--- src/ntt_pkg.sv ---
package ntt_pkg;
	localparam int unsigned LOG2_MAX_LEN_DEF = 6;
	localparam int unsigned COEFF_W = 30;
	localparam logic [29:0] MODP = 30'd998244353;
	localparam logic [29:0] PRIM_ROOT = 30'd3;
	localparam int unsigned REG_LOG2_LEN = 0;
	localparam int unsigned REG_INVERSE = 1;

	// modular add/sub on residues
	function automatic logic [29:0] add_mod(input logic [29:0] a, input logic [29:0] b);
		logic [30:0] s;
		logic [30:0] d;
		s = {1'b0, a} + {1'b0, b};
		d = s - {1'b0, MODP};
		add_mod = (s >= {1'b0, MODP}) ? d[29:0] : s[29:0];
	endfunction

	function automatic logic [29:0] sub_mod(input logic [29:0] a, input logic [29:0] b);
		logic [30:0] d;
		d = (a >= b) ? ({1'b0, a} - {1'b0, b}) : ({1'b0, a} + {1'b0, MODP} - {1'b0, b});
		sub_mod = d[29:0];
	endfunction
endpackage

--- src/ntt_mulmod.sv ---
// Shared modular multiplier: 30x30 product, then Barrett reduction by the fixed
// modulus, reusing the same 32x32 multiplier for the quotient estimate and q*P.
// go is taken when idle; done pulses with p valid after the multiply, estimate, q*P and fix steps.
module ntt_mulmod (
	input  logic                  clk,
	input  logic                  arst_n,
	input  logic                  go,
	input  logic [ntt_pkg::COEFF_W-1:0] a,
	input  logic [ntt_pkg::COEFF_W-1:0] b,
	output logic                  done,
	output logic [ntt_pkg::COEFF_W-1:0] p
);
	import ntt_pkg::*;

	// floor(2^60 / P), fits in 31 bits
	localparam logic [31:0] BARRETT_M = 32'((64'd1 << 60) / 64'(MODP));
	localparam logic [31:0] MODP_X1 = {2'b0, MODP};
	localparam logic [31:0] MODP_X2 = {1'b0, MODP, 1'b0};

	typedef enum logic [2:0] {M_IDLE, M_MUL, M_EST, M_QP, M_FIX} mst_t;

	mst_t        st_q;
	logic [29:0] a_q, b_q, p_q;
	logic [59:0] prod_q;
	logic [31:0] quo_q;
	logic [31:0] qp_q;
	logic [31:0] mx, my;
	logic [63:0] mres;
	logic [31:0] rem;

	// one multiplier, operands picked by step
	always_comb begin
		case (st_q)
			M_EST: begin
				mx = {1'b0, prod_q[59:29]};
				my = BARRETT_M;
			end
			M_QP: begin
				mx = quo_q;
				my = MODP_X1;
			end
			default: begin
				mx = {2'b0, a_q};
				my = {2'b0, b_q};
			end
		endcase
	end

	assign mres = mx * my;
	// true remainder is below 3P, so the low 32 bits are enough
	assign rem  = prod_q[31:0] - qp_q;
	assign p    = p_q;

	always_ff @(posedge clk or negedge arst_n) begin
		if (!arst_n) begin
			st_q   <= M_IDLE;
			done   <= 1'b0;
			a_q    <= '0;
			b_q    <= '0;
			p_q    <= '0;
			prod_q <= '0;
			quo_q  <= '0;
			qp_q   <= '0;
		end else begin
			done <= 1'b0;
			case (st_q)
				M_IDLE: begin
					if (go) begin
						a_q  <= a;
						b_q  <= b;
						st_q <= M_MUL;
					end
				end
				M_MUL: begin
					prod_q <= mres[59:0];
					st_q   <= M_EST;
				end
				M_EST: begin
					quo_q <= mres[62:31];
					st_q  <= M_QP;
				end
				M_QP: begin
					qp_q <= mres[31:0];
					st_q <= M_FIX;
				end
				M_FIX: begin
					if (rem >= MODP_X2) p_q <= 30'(rem - MODP_X2);
					else if (rem >= MODP_X1) p_q <= 30'(rem - MODP_X1);
					else p_q <= rem[29:0];
					done <= 1'b1;
					st_q <= M_IDLE;
				end
				default: st_q <= M_IDLE;
			endcase
		end
	end
endmodule

--- config.mk ---
export PLATFORM = sky130hd
export DESIGN_NAME = ntt_mulmod
export DESIGN_NICKNAME = d
export VERILOG_FILES = /design/src/ntt_pkg.sv /design/src/ntt_mulmod.sv
export SDC_FILE = /design/constraint.sdc
export NUM_CORES = 2
export LEC_CHECK = 0
export ABC_AREA = 1
export ABC_CLOCK_PERIOD_IN_PS = 17000
export BUFFER_PORTS_ARGS = -buffer_cell sky130_fd_sc_hd__buf_2
export CAP_MARGIN = 20
export CORE_ASPECT_RATIO = 0.75
export CORE_MARGIN = 4
export CORE_UTILIZATION = 55
export CTS_CLUSTER_DIAMETER = 30
export DETAILED_ROUTE_END_ITERATION = 8
export PLACE_DENSITY = 0.71
export SKIP_LAST_GASP = 1
export SLEW_MARGIN = 30
export SYNTH_ARGS = -nofsm -noshare
export SYNTH_HDL_FRONTEND = slang
export SYNTH_SLANG_ARGS = --single-unit
export TNS_END_PERCENT = 10
--- constraint.sdc ---
create_clock -name clk -period 17 [get_ports clk]
set_clock_uncertainty 0.15 [all_clocks]
set_input_delay 1.7 -clock clk [delete_from_list [all_inputs] [get_ports clk]]
set_output_delay 1.7 -clock clk [all_outputs]
set_load 0.05 [all_outputs]
==> impl_metrics.yaml <==
final_layout:
  final_area_um2: 49300
  syn_to_final_growth_pct: 8.45
  antenna_cells: 0
  drive_gt1_share_pct: 7.39
  finalNetCount: 7148
worst_setup_path:
  crit_slowest_cell: "nor2_4"
  r2r_cells: 36
  rr_startpoint: "st_q[1]$_DFFE_PN0P_"
  critPathTopFamily: "adder cells"
  path_common_cell: "fa_1"
  endpoint_kind: "register"
  critPathKind: "register to register"
  critical_path_required_ns: 17.33
  slowest_delay_ns: 0.57
  path_buf_inv: 10
  crit_fanout: 66
  r2r_end: "prod_q[51]$_DFFE_PN0P_"
  worst_setup_path_start_kind: "register"
  crit_arrival_ns: 11.15
  r2r_setup_slack_ns: 6.18
die:
  core_um2: 82100
  die-area_um2: 87400
  start_util_pct: 55.4
  die_width_um: 340
  io_pins: 94
  die_h_um: 257
  rows: 91
yosys:
  synth_flop_cell: "dfrtp_1"
  synthDistinctLibCells: 51
  muxShareOfSynthArea_pct: 1.11
  ys_seq_area_share_pct: 12.0
  synthTopCellsByCount: "nand2_1, inv_1, fa_1, nor2_1, ha_1"
  yosysWarnings: 0
  ys_top_cells_by_area: "fa_1, nand2_1, inv_1, dfrtp_1, ha_1"
  synth_edf_count: 0
  yosysMostFrequentCell: "nand2_1"
  synth_compound_area_share_pct: 4.95
  syn_area_per_cell_um2: 7.74
  synth-simple-area-share_pct: 19.9
  synth_cells: 5879
  synth_top_cell_by_area: "fa_1"
  synthArstFlopShare_pct: 100
  synth_xor_area_share_pct: 1.59
  synth_top_family_by_area: "adder cells"
  syn_area_um2: 45500
  ys_seq_elements: 218
  synth_top_area_share_pct: 38.2
  synth_fa_ha_area_share_pct: 46.2
min_path:
  whs_path_depth: 2
  hold_path_class: "register to register"
  min_to: "p[16]$_DFFE_PN0P_"
  hold_start: "p[16]$_DFFE_PN0P_"
sta:
  fin_tns_setup_ns: 0
  setup_violations: 0
  drv_slew: 0
  hold_violations: 0
  fmax_mhz: 92.4
  hold_ws_ns: 0.320
  min_period_over_period_pct: 63.6
  rsz0062_at_grt: "false"
  slew_headroom_pct: 31.8
  fin_crit_ns: 10.82
  worst-slew-pin-transition_ns: 1.02
detailed_routing:
  first_pass_iters: 6
  final_antenna_net_count: 0
  route.detailed.drc: 0
  drt_wl_total_um: 142000
  drtIter0Drc: 3716
  vias: 38200
  vias_per_cell: 5.39
  wl_per_cell_um: 20.1
clock_network:
  h-tree-depth: 2
  clk_path_buf_depth: 3
  cts_hold_buffers: 0
  postCtsSetupBuffers: 0
  cts_made_buffers: 53
  cts_resized: 0
  clk_latency_ns: 0.63
  path_clk_slew_ns: 0.05
  cts_tree: "done"
  clockRootBuffer: "clkbuf_16"
  cts_num_sinks: 218
global_routing:
  grt-ovfl-total: 0
  grt_pass1_wl_um: 224000
  antenna_found_initial: 3
  grt_use_total_pct: 33.2
  grt_pass1_vias: 38900
  grt_max_degree: 92
flow_run:
  drv_cap: 0
placed_design:
  placed_area_um2: 47300
  io_buffers: 93
  place_hpwl_um: 117000
  routabilityCongestion: 1.00
run_status:
  outcome: "finished clean"
through the flow:
stage | util [%] | worst slack (ns) | instances
after floorplan | - | 8.71 | 5915
after global placement | 57.7 | 6.52 | 6987
after detailed placement | 57.7 | 6.45 | 6987
after CTS | 60.1 | 6.40 | 7085
after global routing | 60.1 | 5.85 | 7085
final | 60.1 | 6.18 | 7085
flip-flops by register name, summed over array words and instances (netlist names):
| register | cells |
|---|---|
| qp_q | 32 |
| prod_q | 60 |
| a_q | 30 |
| st_q | 3 |
| p | 30 |
| done | 1 |
| quo_q | 32 |
| b_q | 30 |
how the worst max path moves through the flow:
stage	from	end	cells past startpoint
floorplan	st_q[1]$_DFFE_PN0P_	quo_q[20]$_DFFE_PN0N_	37
global placement	st_q[1]$_DFFE_PN0P_	quo_q[21]$_DFFE_PN0N_	29
detailed placement	st_q[1]$_DFFE_PN0P_	prod_q[52]$_DFFE_PN0P_	30
CTS	st_q[1]$_DFFE_PN0P_	quo_q[21]$_DFFE_PN0N_	30
global route	st_q[1]$_DFFE_PN0P_	prod_q[51]$_DFFE_PN0P_	36
finish	st_q[1]$_DFFE_PN0P_	prod_q[51]$_DFFE_PN0P_	36
layer usage:
metal | vias up | part of all wire, % | track usage [%]
met1 | 18900 | 42 | 47.9
met2 | 1808 | 43 | 49.0
met5 | - | 0.0098 | 0
met4 | 2 | 4.1 | 11.8
met3 | 308 | 11 | 8.36
li1 | 17200 | - | -
final cells by class:
| cell class | count | area [um2] |
|---|---|---|
| Sequential cell | 218 | 5460 |
| Fill cell | 7431 | 32800 |
| Multi-Input combinational cell | 3988 | 33900 |
| Tap cell | 1116 | 1400 |
| Clock inverter | 38 | 593 |
| Timing Repair Buffer | 160 | 982 |
| Clock buffer | 60 | 1380 |
| Inverter | 1505 | 5650 |
logic make-up (layout without fill, tap and decap cells):
family / count (synthesis) / count (layout)
AO/OA/AOI/OAI: 410 / 410
buffers and inverters: 1709 / 1763
XOR/XNOR: 80 / 80
flip-flops: 218 / 218
adder cells (fa/ha/maj): 1159 / 1159
AND/OR/NAND/NOR: 2256 / 2256
other: 2 / 38
multiplexers: 45 / 45
layout by cell type, fill, tap and decap left out, types with 16 or more instances in the layout:
cell type  count
nand2_2       22
o21ai_1       28
nor3_1        24
nor2_2        27
xor2_1        60
nand3_1      139
o21ai_0      134
dfrtp_1      218
inv_1       1478
clkbuf_16     53
o22ai_1       16
mux2_2        45
nor2_1       445
or2_2         28
buf_2         92
xnor2_1       17
nand2_1     1504
buf_4         66
inv_2         17
o21a_1        22
conb_1        38
fa_1         867
nand4_1       26
a31oi_1       25
ha_1         292
a21oi_2       16
a21oi_1      136
worst reg2reg max path: cells and delay by family (launching register included):
kind	cells	cell delay, ns
AND/OR/NAND/NOR	10	2.14
flip-flops	1	0.39
AO/OA/AOI/OAI	7	1.98
adder cells (fa/ha/maj)	9	4.04
buffers and inverters	10	2.01
Power is left out: the tool's default activity adds up to more than one toggle a clock period on the data nets, which glitch-free logic cannot reach.
